`src/lpwbs_pkg.sv`:
```
`timescale 1ns / 1ps

package lpwbs_pkg;

   // Item opcodes
   localparam logic OP_LOAD = 1'b0;
   localparam logic OP_TICK = 1'b1;

   // Register map
   localparam int CSR_IDX_W = 2;
   localparam int CSR_W = 10;
   localparam logic [CSR_IDX_W-1:0] CSR_ZERO_HIGH = 2'd0;
   localparam logic [CSR_IDX_W-1:0] CSR_ZERO_LOW  = 2'd1;
   localparam logic [CSR_IDX_W-1:0] CSR_ONE_HIGH  = 2'd2;
   localparam logic [CSR_IDX_W-1:0] CSR_ONE_LOW   = 2'd3;

   // Reset timing: short and long phases at a 10 ns clock
   localparam int CLK_NS = 10;
   localparam int SHORT_NS = 250;
   localparam int LONG_NS = 1000;
   localparam logic [CSR_W-1:0] SHORT_CYCLES = CSR_W'(SHORT_NS / CLK_NS);
   localparam logic [CSR_W-1:0] LONG_CYCLES  = CSR_W'(LONG_NS / CLK_NS);

   localparam int TIMER_BITS_DEFAULT = 10;

   typedef struct packed {
      logic       op;
      logic [7:0] data_byte;
      logic       last_byte;
   } req_type;

   typedef struct packed {
      logic pin_level;
      logic accepted;
      logic busy_res;
      logic frame_done;
   } rsp_type;

endpackage

```
`src/led_pulse_width_bit_serializer.sv`:
```
`timescale 1ns / 1ps

// One-wire LED data serializer. A load request (op = load) takes a byte while the
// serializer is idle; the byte goes out LSB first, each bit as a high phase then
// a low phase whose lengths come from the four phase registers (a one bit uses the
// one_* pair, a zero bit the zero_* pair). Each tick request advances the waveform
// by one step and returns the pin level of that step. Every request yields exactly
// one response. A request is taken every cycle while the single response register is
// empty or being drained; its response is shown the next cycle. Phase length zero
// acts as one, and lengths above the timer range saturate to 2^TIMER_BITS - 1.
module led_pulse_width_bit_serializer import lpwbs_pkg::*; #(
   parameter int TIMER_BITS = TIMER_BITS_DEFAULT
) (
   input  logic                 clock,
   input  logic                 reset,
   input  logic                 req_valid,
   output logic                 req_ready,
   input  req_type              req_data,
   output logic                 rsp_valid,
   input  logic                 rsp_ready,
   output rsp_type              rsp_data,
   input  logic                 csr_we,
   input  logic [CSR_IDX_W-1:0] csr_index,
   input  logic [CSR_W-1:0]     csr_wdata
);

   localparam int LEN_W = (TIMER_BITS > CSR_W) ? TIMER_BITS : CSR_W;
   localparam logic [LEN_W-1:0] TimerMax = LEN_W'({TIMER_BITS{1'b1}});
   localparam logic [LEN_W-1:0] LenOne = LEN_W'(1);

   logic [CSR_W-1:0] zero_high_ff, zero_low_ff, one_high_ff, one_low_ff;
   logic [7:0] shift_ff, shift_in;
   logic [2:0] bit_index_ff, bit_index_in;
   logic high_phase_ff, high_phase_in;
   logic [TIMER_BITS-1:0] phase_count_ff, phase_count_in;
   logic sending_ff, sending_in;
   logic final_ff, final_in;
   logic rsp_valid_ff, rsp_valid_in;
   rsp_type rsp_data_ff, rsp_data_in;

   logic take;
   logic cur_bit;
   logic [CSR_W-1:0] raw_len;
   logic [LEN_W-1:0] len;
   logic [TIMER_BITS-1:0] count_inc;
   logic phase_end;

   // Accept while the response register is empty or draining
   assign req_ready = !rsp_valid_ff || rsp_ready;
   assign take = req_valid && req_ready;
   assign rsp_valid = rsp_valid_ff;
   assign rsp_data = rsp_data_ff;

   // Write phase registers
   always_ff @(posedge clock) begin
      if (reset) begin
         zero_high_ff <= SHORT_CYCLES;
         zero_low_ff <= LONG_CYCLES;
         one_high_ff <= LONG_CYCLES;
         one_low_ff <= SHORT_CYCLES;
      end else if (csr_we) begin
         case (csr_index)
            CSR_ZERO_HIGH: zero_high_ff <= csr_wdata;
            CSR_ZERO_LOW: zero_low_ff <= csr_wdata;
            CSR_ONE_HIGH: one_high_ff <= csr_wdata;
            CSR_ONE_LOW: one_low_ff <= csr_wdata;
            default: ;
         endcase
      end
   end

   // Pick and clamp the length of the current phase
   always_comb begin
      cur_bit = shift_ff[bit_index_ff];
      if (cur_bit) begin
         raw_len = high_phase_ff ? one_high_ff : one_low_ff;
      end else begin
         raw_len = high_phase_ff ? zero_high_ff : zero_low_ff;
      end
      len = LEN_W'(raw_len);
      if (len == '0) begin
         len = LenOne;
      end
      if (len > TimerMax) begin
         len = TimerMax;
      end
      count_inc = phase_count_ff + TIMER_BITS'(1);
      phase_end = (count_inc == '0) || (LEN_W'(count_inc) >= len);
   end

   // Advance the serializer for one request
   always_comb begin
      shift_in = shift_ff;
      bit_index_in = bit_index_ff;
      high_phase_in = high_phase_ff;
      phase_count_in = phase_count_ff;
      sending_in = sending_ff;
      final_in = final_ff;
      rsp_valid_in = rsp_valid_ff && !rsp_ready;
      rsp_data_in = rsp_data_ff;
      if (take) begin
         rsp_valid_in = 1'b1;
         rsp_data_in.pin_level = sending_ff && high_phase_ff;
         rsp_data_in.accepted = 1'b0;
         rsp_data_in.frame_done = 1'b0;
         if (req_data.op == OP_LOAD) begin
            if (!sending_ff) begin
               shift_in = req_data.data_byte;
               bit_index_in = '0;
               high_phase_in = 1'b1;
               phase_count_in = '0;
               sending_in = 1'b1;
               final_in = req_data.last_byte;
               rsp_data_in.accepted = 1'b1;
            end
         end else if (sending_ff) begin
            phase_count_in = count_inc;
            if (phase_end) begin
               phase_count_in = '0;
               if (high_phase_ff) begin
                  high_phase_in = 1'b0;
               end else if (bit_index_ff == 3'd7) begin
                  sending_in = 1'b0;
                  rsp_data_in.frame_done = final_ff;
                  final_in = 1'b0;
                  bit_index_in = '0;
               end else begin
                  bit_index_in = bit_index_ff + 3'd1;
                  high_phase_in = 1'b1;
               end
            end
         end
         rsp_data_in.busy_res = sending_in;
      end
   end

   // Hold state and the response register
   always_ff @(posedge clock) begin
      if (reset) begin
         shift_ff <= '0;
         bit_index_ff <= '0;
         high_phase_ff <= 1'b0;
         phase_count_ff <= '0;
         sending_ff <= 1'b0;
         final_ff <= 1'b0;
         rsp_valid_ff <= 1'b0;
      end else begin
         shift_ff <= shift_in;
         bit_index_ff <= bit_index_in;
         high_phase_ff <= high_phase_in;
         phase_count_ff <= phase_count_in;
         sending_ff <= sending_in;
         final_ff <= final_in;
         rsp_valid_ff <= rsp_valid_in;
      end
   end

   always_ff @(posedge clock) begin
      rsp_data_ff <= rsp_data_in;
   end

   // A taken load always leaves the serializer busy
   assert property (@(posedge clock) disable iff (reset)
      rsp_valid_ff && rsp_data_ff.accepted |-> rsp_data_ff.busy_res && !rsp_data_ff.frame_done)
      else $error("accepted load without busy");

   // Frame done only when the serializer went idle
   assert property (@(posedge clock) disable iff (reset)
      rsp_valid_ff && rsp_data_ff.frame_done |-> !rsp_data_ff.busy_res && !sending_ff)
      else $error("frame done while busy");

   // A request taken always produces a response next cycle
   assert property (@(posedge clock) disable iff (reset)
      take |=> rsp_valid_ff)
      else $error("request lost");

   // Idle serializer keeps its bit position cleared
   assert property (@(posedge clock) disable iff (reset)
      !sending_ff |-> bit_index_ff == 3'd0 && !high_phase_ff)
      else $error("idle state not clean");

endmodule

```
`config.mk`:
```
export PLATFORM = sky130hd
export DESIGN_NAME = led_pulse_width_bit_serializer
export DESIGN_NICKNAME = d
export VERILOG_FILES = /design/src/lpwbs_pkg.sv /design/src/led_pulse_width_bit_serializer.sv
export SDC_FILE = /design/constraint.sdc
export NUM_CORES = 1
export LEC_CHECK = 0
export BUFFER_PORTS_ARGS = -buffer_cell sky130_fd_sc_hd__buf_2
export CORE_ASPECT_RATIO = 1.2
export CORE_MARGIN = 5
export CORE_UTILIZATION = 59
export CTS_CLUSTER_DIAMETER = 80
export DETAILED_ROUTE_END_ITERATION = 8
export PLACE_DENSITY = 0.81
export SLEW_MARGIN = 20
export SYNTH_ARGS = -nofsm -noshare
export SYNTH_HDL_FRONTEND = slang
export SYNTH_SLANG_ARGS = --single-unit
export TNS_END_PERCENT = 30
```
`constraint.sdc`:
```
create_clock -name clock -period 4 [get_ports clock]
set_input_delay 0.8 -clock clock [delete_from_list [all_inputs] [get_ports clock]]
set_output_delay 0.8 -clock clock [all_outputs]
set_load 0.05 [all_outputs]
```
# --- Word level (Yosys, flattened, before mapping) ---
# Cells that the tools add are included.
totals:
  word_cells: 88
  reg_bits: 69
  output_inout_bits: 6
  input_bits: 27
op_classes:
  eq_ne: 9
  mux: 35
  magnitude_cmp: 3
  add_sub_neg: 2
  n_bitwise: 4
  n_reduce_logical: 20
ops:
  columns: ["operator", "count"]
  rows:
  - ["10-bit two-way mux", 9]
  - ["10-bit logical NOT", 2]
  - ["1-bit two-way mux", 19]
  - ["3-bit two-way mux", 6]
  - ["10-bit by 1-bit adder with 10-bit output, second input constant", 1]
  - ["10-bit >= comparator", 1]
  - ["10-bit greater-than comparator, second input constant", 1]
  - ["2-bit AND reduction", 4]
  - ["2-bit by 1-bit inequality test with 1-bit output, second input constant", 3]
  - ["3-bit AND reduction", 2]
  - ["6-bit AND reduction", 1]
  - ["5-bit AND reduction", 1]
  - ["5-bit OR reduction", 1]
  - ["2-bit equality test, second input constant", 2]
  - ["3-bit by 4-bit < comparator with 1-bit output, second input constant", 1]
  - ["2-bit inequality test, second input constant", 2]
  - ["1-bit NOT", 4]
  - ["4-bit AND reduction", 1]
  - ["3-bit by 1-bit adder with 3-bit output, second input constant", 1]
  - ["1-bit binary-select mux with 3-bit select", 1]
  - ["3-bit equality test, second input constant", 1]
  - ["1-bit logical AND", 3]
  - ["2-bit by 1-bit equality test with 1-bit output, second input constant", 1]
  - ["1-bit logical NOT", 2]
  - ["other kinds (2)", 3]

# --- Depth between registers and ports, before layout ---
# Gate-level depths: netlist (run 1).
logic_depth:
  word_depth: 12
  ltp_mapped: 13

# --- Least setup slack after synthesis (run 1) ---
# Ideal clock, no wire load.
synth_path:
  kind: "flip-flop to flip-flop"
  from: "register bit_index_ff[1]"
  to: "register bit_index_ff[0]"
  period_less_slack_ps: 3397
  path_stages_with_launch: 13
  setup_time_ps: 131
  setup_slack_ps: 603
  arrival_time_ps: 3267
  required_time_ps: 3869
  path_cell_list: "dfxtp_1 > mux4_2 > mux2i_1 > buf_2 > mux4_2 > a31o_2 > ha_1 > nand2b_1 > a211oi_1 > nor3_1 > o31ai_1 > a2111o_1 > a21oi_2"
synth_between:
  elab_chain_cells: 11
  elab_cells_between_ends: 17
  classes_between: "2 x order compare; 2 x eq/ne; 10 x mux; 3 x reduce/logical"
synth_rtl:
  columns: ["element", "line_no", "source"]
  rows:
  - ["start: declaration", "led_pulse_width_bit_serializer.sv:33", "logic [2:0] bit_index_ff, bit_index_in;"]
  - ["start signal: assignment", "led_pulse_width_bit_serializer.sv:149", "bit_index_ff <= bit_index_in;"]
  - ["1-bit binary-select mux with 3-bit select", "led_pulse_width_bit_serializer.sv:74", "cur_bit = shift_ff[bit_index_ff];"]
  - ["1-bit two-way mux (implied by the code)", "led_pulse_width_bit_serializer.sv:74", null]
  - ["10-bit two-way mux", "led_pulse_width_bit_serializer.sv:75", "if (cur_bit) begin"]
  - ["10-bit logical NOT", "led_pulse_width_bit_serializer.sv:81", "if (len == '0) begin"]
  - ["10-bit two-way mux", "led_pulse_width_bit_serializer.sv:81", null]
  - ["10-bit greater-than comparator", "led_pulse_width_bit_serializer.sv:84", "if (len > TimerMax) begin"]
  - ["10-bit two-way mux", "led_pulse_width_bit_serializer.sv:84", null]
  - ["10-bit >= comparator", "led_pulse_width_bit_serializer.sv:88", "phase_end = (count_inc == '0) || (LEN_W'(count_inc) >= len);"]
  - ["1-bit logical OR", "led_pulse_width_bit_serializer.sv:88", null]
  - ["2-bit by 1-bit inequality test with 1-bit output (no source line)", null, null]
  - ["5-bit AND reduction (no source line)", null, null]
# Parallel ways exist; a longest one is shown, timed or not. The select of a mux whose other input is x is not followed.
# A chain may end at the register's enable or synchronous reset.

# --- Worst setup path after layout (run 1) ---
layout_path:
  from: "register bit_index_ff[1]"
  to: "register rsp_data_ff (netlist bit rsp_data[0]) (data pin)"
layout_between:
  elab_chain_cells: 11
  elab_cells_between_ends: 13
  classes_between: "2 x order compare; 1 x eq/ne; 5 x mux; 2 x bitwise; 3 x reduce/logical"
layout_rtl:
  columns: ["element", "line_no", "source"]
  rows:
  - ["1-bit binary-select mux with 3-bit select", "led_pulse_width_bit_serializer.sv:74", null]
  - ["1-bit two-way mux (implied by the code)", "led_pulse_width_bit_serializer.sv:74", null]
  - ["10-bit two-way mux", "led_pulse_width_bit_serializer.sv:75", null]
  - ["10-bit logical NOT", "led_pulse_width_bit_serializer.sv:81", null]
  - ["10-bit two-way mux", "led_pulse_width_bit_serializer.sv:81", null]
  - ["10-bit greater-than comparator", "led_pulse_width_bit_serializer.sv:84", null]
  - ["10-bit two-way mux", "led_pulse_width_bit_serializer.sv:84", null]
  - ["10-bit >= comparator", "led_pulse_width_bit_serializer.sv:88", null]
  - ["1-bit logical OR", "led_pulse_width_bit_serializer.sv:88", null]
  - ["1-bit NOT (no source line)", null, null]
  - ["5-bit OR reduction (no source line) *", null, null]
  - ["end signal: assignment", "led_pulse_width_bit_serializer.sv:159", "rsp_data_ff <= rsp_data_in;"]
  - ["end: declaration", "led_pulse_width_bit_serializer.sv:39", "rsp_type rsp_data_ff, rsp_data_in;"]
# Every way passes the cells marked *; elsewhere a longest branch is shown, timed or not. The select of a mux whose other input is x is not followed.

==> results.md, run 1 <==
- The flow ran to the end, and the final reports show no timing, DRC or antenna violations.
- The number of max-cap violations is 0.
- The total routed wirelength is 8400 um.
- The clock period minus final worst setup slack is 3.71 ns.
- The average cell area after synthesis is 8.69 sq um.
- After routing, the total negative slack on setup checks comes to 0 ns.
- Summing every instance area after synthesis gives 3520 sq um.
- For this design the ratio of total power to cell area is 359 nW/um^2.
- The library cells used most frequently in the layout, excluding fill and tap cells, are 101 x nand2_1, 65 x dfxtp_1, 37 x a21oi_1, 32 x buf_2, 22 x nor2_1.
- The port buffer count is 32.
- The final hold violation count is 0.
- The path class of the lowest-slack min-delay path is reg2reg.
- The cell with the most instances on the worst path is mux4_2.
- The area occupied by multi-input gates is 1960 sq um.
- For the pin with the worst max-slew slack, the measured transition is 0.777 ns.
- The met1 track demand over resource is 29.5%.
- The count of different cell masters after synthesis is 54.
- The number of remaining DRC errors is 0.
- The floorplan core area is 5740 sq um.
- The slowest stage of the critical path belongs to the cell mux4_2.
- The boundary pin count is 33.
- Along the worst path, the maximum fanout reaches 7.
- The number of global-route vias before repair was 2966.
- The worst setup path is launched from a flop.
- The die area is 7610 sq um.
- The later pin in the worst-skew pair is clocked with a latency of 0.34 ns.
- After detailed routing, the number of vias per cell comes to 6.00.
- The starting DRC count in detailed routing is 202.
- The post-synthesis sequential element count is 69.
- 0 antenna diodes ended up in the layout.
- The synthesized design contains 4 enable-type register cells.
- The leftover overflow at the end of global routing is 0.
- Across all hold checks on the routed design, the worst slack comes to 0.463 ns.
- The detailed-route via count is 3127.
- For this run, asynchronously set or reset flops after synthesis account for 0%.
- The flip-flop and latch area is 1420 sq um.
- The largest net degree at the start of global routing is 32.
- The global routing stage identified its most utilized layer as met2.
- The post-route netlist has 17.0% of its cells at a drive strength greater than 1.
- The met2 global-route usage is 41.4%.
- The count of pins over their slew limit is 0.
- The count of hold-fix buffers inserted at cts is 0.
- STA classifies the critical path endpoint as a flop.
- The first-pass iteration count of the detailed router is 5.
- The worst setup slack before clock tree synthesis is 0.322 ns.
- The peak ir drop on the vdd network is 0.257 mV.
- At the worst endpoint, the arrival time is 3.80 ns.
- The start-to-end type of the worst setup path is reg2reg.
- The predominant post-synthesis flop cell is dfxtp_1.
- The post-detailed-route count of antenna-violating nets is 0.
- The clock-pin slew reported for the worst setup and hold paths after clock tree synthesis is 0.07 ns.
- TritonCTS built the clock tree.
- Detailed placement ended at an HPWL of 6260 um.
- The first global-routing pass estimated 14100 um of wire.
- Clock skew on the completed layout was measured at 0.00981 ns.
- The commonest non-fill, non-tap cell in the layout is nand2_1.
- For this configuration, the core starts out at a cell density of 61.3%.
- Synthesis produced a netlist whose cell count is 405.
- The net count of the mapped netlist is 448.
- Yosys printed 0 warnings.
- Setup slack on the critical path of the routed design comes to 0.292 ns.
- The part of the cycle the worst path needs is 92.7%.
- For the worst setup path, the data required time is 4.09 ns.
- The total CTS buffers is 9.
- The met3 demand-to-capacity share in global routing is 4.58%.
- Routability-driven placement finished with a final weighted congestion of 0.880.
- Setup repair after global routing left no endpoint under its margin.
- The analysis attributes to cell leakage a power of 1.64 nW.
- Timing would allow up to 270 MHz.
- The width of the die is 80.5 um.
- The total number of H-tree levels is 3.
- Summing the sequential cell areas from Yosys gives 40.4% of the chip area.
- Compared with the post-synthesis result, the final layout area differs by 11.1%.
- The global router's overall resource usage is 23.9%.
- The peak per-stage delay on the critical path is 0.54 ns.
- The number of filler cells placed in the layout is 464.
- Walking the worst path, the cells encountered are mux4_2 -> mux2i_1 -> buf_4 -> mux4_2 -> inv_1 -> a31o_2 -> ha_1 -> nand2b_1 -> a211oi_1 -> or3_1 -> nand2_1 -> o21ai_0 -> nor2_1.
- In this run the deepest clock path goes through 2 buffers.
- After clock tree synthesis, the setup repair step added 0 buffers.
- Setup violations remaining at the end of the flow were counted as 0.
- CTS saw 69 sinks.
- The post-layout net count is 481.
- The detailed-route wire length per cell is 16.1 um.
- Clock tree synthesis selected as its root buffer the cell clkbuf_8.
- The die height is 94.6 um.
- The number of placement rows is 30.
- The initial antenna violation count was 0.
- For this run, the share of the core covered by cells in the final layout is 68.1%.
- In this run the tightest slew margin relative to its limit is 48.0%.
[routing by layer]
metal  up-vias  part of all wire, %
met1      1486                   41
met4         0                  1.7
li1       1505                    -
met3        12                  5.7
met5         -                    0
met2       124                   51
[sequential cells by signal, indices dropped and copies added, names as in the netlist]
register	flops
bit_index_ff	3
final_ff	1
high_phase_ff	1
one_high_ff	10
one_low_ff	10
phase_count_ff	10
rsp_data	4
rsp_valid	1
sending_ff	1
shift_ff	8
zero_high_ff	10
zero_low_ff	10
[layout make-up]
class                   count  share of cell area, %
repair buffers             38                   5.25
clock inverters             2                  0.320
flip-flops and latches     69                   36.4
inverters                  17                   1.63
clock buffers              12                   3.71
multi-input cells         303                   50.2
well taps                  80                   2.56
[cell usage after synthesis, types with 3 or more instances]
library cell  number  area share, %
nor4_1             6            1.1
nand2_1          101             11
or2_2              4           0.71
or3_1              4           0.71
nor2_1            22            2.3
o21ai_0            3           0.43
mux4_2            12            7.7
nor3_1             7            1.0
xnor2_1            3           0.75
xor2_1             3           0.75
a31oi_1            3           0.53
mux2i_1           11            3.1
clkbuf_1          11            1.2
nand3_1           21            3.0
ha_1              16            5.7
dfxtp_1           65             37
nand4_1            4           0.71
inv_1             16            1.7
a21oi_1           37            5.3
o211ai_1           3           0.64
a32o_1             7            2.0
edfxtp_1           4            3.4
[timing repair]
item                       CTS  global route
setup endpoints to repair    0             2
hold endpoints to repair     0             0
gates resized for setup      0             1
[worst max-delay path: cells and delay by family (launching register included)]
kind,cells,cell delay [ns]
muxes,3,1.19
DFF,1,0.44
AOI/OAI and AO/OA,3,0.80
adders and majority gates,1,0.21
buffers and inverters,2,0.29
and+or+nand+nor,4,0.53
[power breakdown]
part / switching (mW) / internal (mW) / total (mW) / leakage, nW
registers: 0.0198 / 0.720 / 0.740 / 0.569
logic: 0.112 / 0.0796 / 0.192 / 0.994
clock network: 0.237 / 0.234 / 0.471 / 0.0783
total: 0.369 / 1.03 / 1.40 / 1.64
[through the flow]
stage / power [mW] / instance area, sq um / std cells
global placement: 0.937 / 3750 / 507
floorplan: 0.883 / 3520 / 405
global route: 1.47 / 3910 / 521
CTS: 1.41 / 3910 / 521
finish: 1.40 / 3910 / 521
detailed placement: 0.944 / 3750 / 507
[cells by family after synthesis]
family / synth area share [%]
flip-flops: 40.4
XOR/XNOR: 1.49
adder cells (fa/ha/maj): 5.69
multiplexers: 10.8
AO/OA/AOI/OAI: 13.4
buffers and inverters: 3.98
AND/OR/NAND/NOR: 24.3
[path summary, 6_finish.rpt]
path              slack, ns              to  cells after the start             from
setup / recovery       0.29     rsp_data[0]                     13  bit_index_ff[1]
hold / removal         0.46  one_high_ff[4]                      2   one_high_ff[4]
setup reg to reg       0.29     rsp_data[0]                     13  bit_index_ff[1]
hold reg to reg        0.46  one_high_ff[4]                      2   one_high_ff[4]
(Power assumes the default switching activity.)
==> run 2: changes to the inputs <==
--- a/config.mk
+++ b/config.mk
@@ -12,6 +12,7 @@
 export CTS_CLUSTER_DIAMETER = 80
 export DETAILED_ROUTE_END_ITERATION = 8
 export PLACE_DENSITY = 0.81
+export RECOVER_POWER = 100
 export SLEW_MARGIN = 20
 export SYNTH_ARGS = -nofsm -noshare
 export SYNTH_HDL_FRONTEND = slang
==> results.md, run 2 (synthesis results as in run 1) <==
- After detailed routing, the total wire length is 8410 um.
- The routability congestion estimate is 0.880.
- The core region is 5740 sq um.
- The top cell types in the final layout, fill and taps aside, are 101 x nand2_1, 65 x dfxtp_1, 38 x a21oi_1, 24 x buf_2, 22 x nor2_1.
- The total buffers and inverters traversed by the critical path is 2.
- At the worst endpoint, the arrival time is 3.80 ns.
- The placed cell count is 507.
- The worst setup path is of the reg2reg kind.
- The flow ran to the end, and the final reports show no timing, DRC or antenna violations.
- After routing the design area is 3890 sq um.
- The number of max-cap violations is 0.
- The most used routing layer in global routing is met2.
- No sink is reached through more buffers than the 2 on the longest clock path.
- The internal cell power is 1.03 mW.
- The endpoint identified for the worst register-to-register timing path is rsp_data[0].
- The largest net degree at the start of global routing is 32.
- The commonest non-fill, non-tap cell in the layout is nand2_1.
- For this design, the slowest cell found on the critical path is mux4_2.
- The number of global-route vias before repair is 2966.
- The worst setup path is launched from a flop.
- Data on the critical path is required at its endpoint by 4.10 ns.
- The fraction of power spent switching nets is 26.4%.
- In this run the worst setup path begins at bit_index_ff[1].
- The kind of end point of the critical path is a flop.
- For this design the total switching power over the nets is 0.370 mW.
- The die is 80.5 um wide.
- For this run, global-route usage on met3 was measured as 4.58%.
- The proportion of layout cells with a drive suffix above 1 is 14.5%.
- The number of remaining DRC errors is 0.
- Setup repair after global routing left no endpoint under its margin.
- The starting utilization of the core area is 61.3%.
- In this run the static leakage power is 1.61 nW.
- In this run, the number of DRC markers left after iteration 0 of detailed routing was 167.
- The highest fanout seen on the critical path is 7.
- The capturing instance or port of the critical path is rsp_data[0].
- The worst-margin pin slew is 1.43 ns.
- The worst setup skew after layout is 0.0120 ns.
- The count of pins over their slew limit was 0.
- For this design the ratio of total power to cell area is 360 nW/um^2.
- The die is 94.6 um tall.
- The post-layout utilization of the core is 67.7%.
- Buffers placed on the I/O ports in this run total 32.
- The number of placement rows is 30.
- The global router's overall resource usage is 23.9%.
- During I/O placement, the number of pins put on the boundary was 33.
- The kind of cell with the highest combined delay along the critical path is multiplexers.
- In the global route stage, met2 resource usage came out at 41.4%.
- The most numerous cell type found on the critical path is mux4_2.
- The sequential cell fraction of total power is 52.8%.
- The count of nets left with antenna violations once routing finished came out at 0.
- In this design, the stage delay of the slowest critical-path cell is 0.54 ns.
- The final worst hold slack is 0.464 ns.
- The tree built by TritonCTS fans out to 69 sinks.
- The first global-routing pass estimated 14100 um of wire.
- The final hold violation count was 0.
- Dividing the detail-routed wire length by the instance count gives 16.1 um.
- 0 antenna diodes ended up in the layout.
- The path class of the lowest-slack min-delay path is reg2reg.
- The part of the power in combinational logic is 13.4%.
- The clock-pin slew reported for the worst setup and hold paths after clock tree synthesis is 0.07 ns.
- In this run the register-to-register setup slack is 0.30 ns.
- Once layout is complete, the cells apart from fillers number 521.
- In the finished design, the share of the clock period the worst path needs comes to 92.6%.
- Compared with the post-synthesis result, the final layout area differs by 10.5%.
- The H-tree was split into 3 levels.
- The total number of cells along the worst setup path is 13.
- The total design power is 1.40 mW.
- The standard cell area after detailed placement is 3750 sq um.
- The clock network power share is 33.8%.
- The signal on the critical path passes through mux4_2 -> mux2i_1 -> buf_4 -> mux4_2 -> inv_1 -> a31o_2 -> ha_1 -> nand2b_1 -> a211oi_1 -> or3_1 -> nand2_1 -> o21ai_0 -> nor2_1.
- In this run the critical register-to-register path is launched from bit_index_ff[1].
- Static timing analysis puts the maximum clock frequency at 270 MHz.
- The post-detailed-placement half-perimeter wirelength is 6260 um.
- The met1 track demand over resource is 29.5%.
- The clock period minus final worst setup slack is 3.70 ns.
- The count of hold-fix buffers inserted at cts is 0.
- The die area is 7610 sq um.
- The insertion delay to the later sink of the worst-skew pair is 0.35 ns.
- The initial antenna violation count is 0.
- The peak ir drop on the vdd network is 0.258 mV.
- Setup violations remaining at the end of the flow were counted as 0.
- After detailed routing, the number of vias per cell comes to 5.92.
- The worst setup slack before clock tree synthesis is 0.322 ns.
- The leftover overflow at the end of global routing is 0.
- The cell depth of the worst flop-to-flop path is 13.
- The final sum of negative setup slack is 0 ns.
- In the post-route analysis, the smallest setup slack over all paths is 0.295 ns.
- Counting the buffers created by CTS gives 9.
- The first-pass iteration count of the detailed router is 4.
- The worst slew margin relative to its limit is 4.91%.
- The routed layout has 3086 vias.
- The tree is rooted in a clkbuf_8.
- The post-layout net count is 481.
- TritonCTS built the clock tree.
## run 2: changes by cell type in the layout (fill, tap and decap cells not counted), sizes merged
cell and change:
clkbuf +10, buf -10
## run 2: worst register-to-register path: stages, from the launching register on
cell and delay, ns:
dfxtp_1 0.44, mux4_2 0.54, mux2i_1 0.14, buf_4 0.19, mux4_2 0.51, inv_1 0.10
a31o_2 0.15, ha_1 0.21, nand2b_1 0.14, a211oi_1 0.31, or3_1 0.18, nand2_1 0.12
o21ai_0 0.34, nor2_1 0.09
## run 2: cell type report
cell class / count / area, sq um
inverters: 17 / 63.8
multi-input cells: 303 / 1960
clock inverters: 2 / 12.5
well taps: 80 / 100
fillers: 472 / 1850
repair buffers: 38 / 188
flip-flops and latches: 69 / 1420
clock buffers: 12 / 145
## run 2: worst min-delay path by stage
stage / start / to / cells after the start
floorplan: one_high_ff[8] / one_high_ff[8] / 2
finish: one_high_ff[4] / one_high_ff[4] / 2
detailed placement: one_high_ff[4] / one_high_ff[4] / 2
CTS: one_high_ff[4] / one_high_ff[4] / 2
global route: one_high_ff[4] / one_high_ff[4] / 2
global placement: zero_high_ff[8] / zero_high_ff[8] / 2
## run 2: metal layers
layer / vias to the layer above / part of all wire [%]
li1: 1509 / -
met2: 96 / 51
met4: 0 / 1.6
met1: 1470 / 42
met3: 11 / 5.6
met5: - / 0
## run 2: timing repair
| action | in CTS | in global routing |
|---|---|---|
| setup endpoints to repair | 0 | 2 |
| buffers inserted | 0 | 0 |
| gates resized for setup | 0 | 1 |
| hold endpoints to repair | 0 | 0 |
## run 2: power groups by stage
stage	Clock, mW	Combinational (mW)	Sequential (mW)
final	0.473	0.188	0.740
after global routing	0.513	0.209	0.742
after CTS	0.478	0.191	0.739
after detailed placement	0	0.190	0.754
after global placement	0	0.183	0.753
after floorplan	0	0.125	0.758
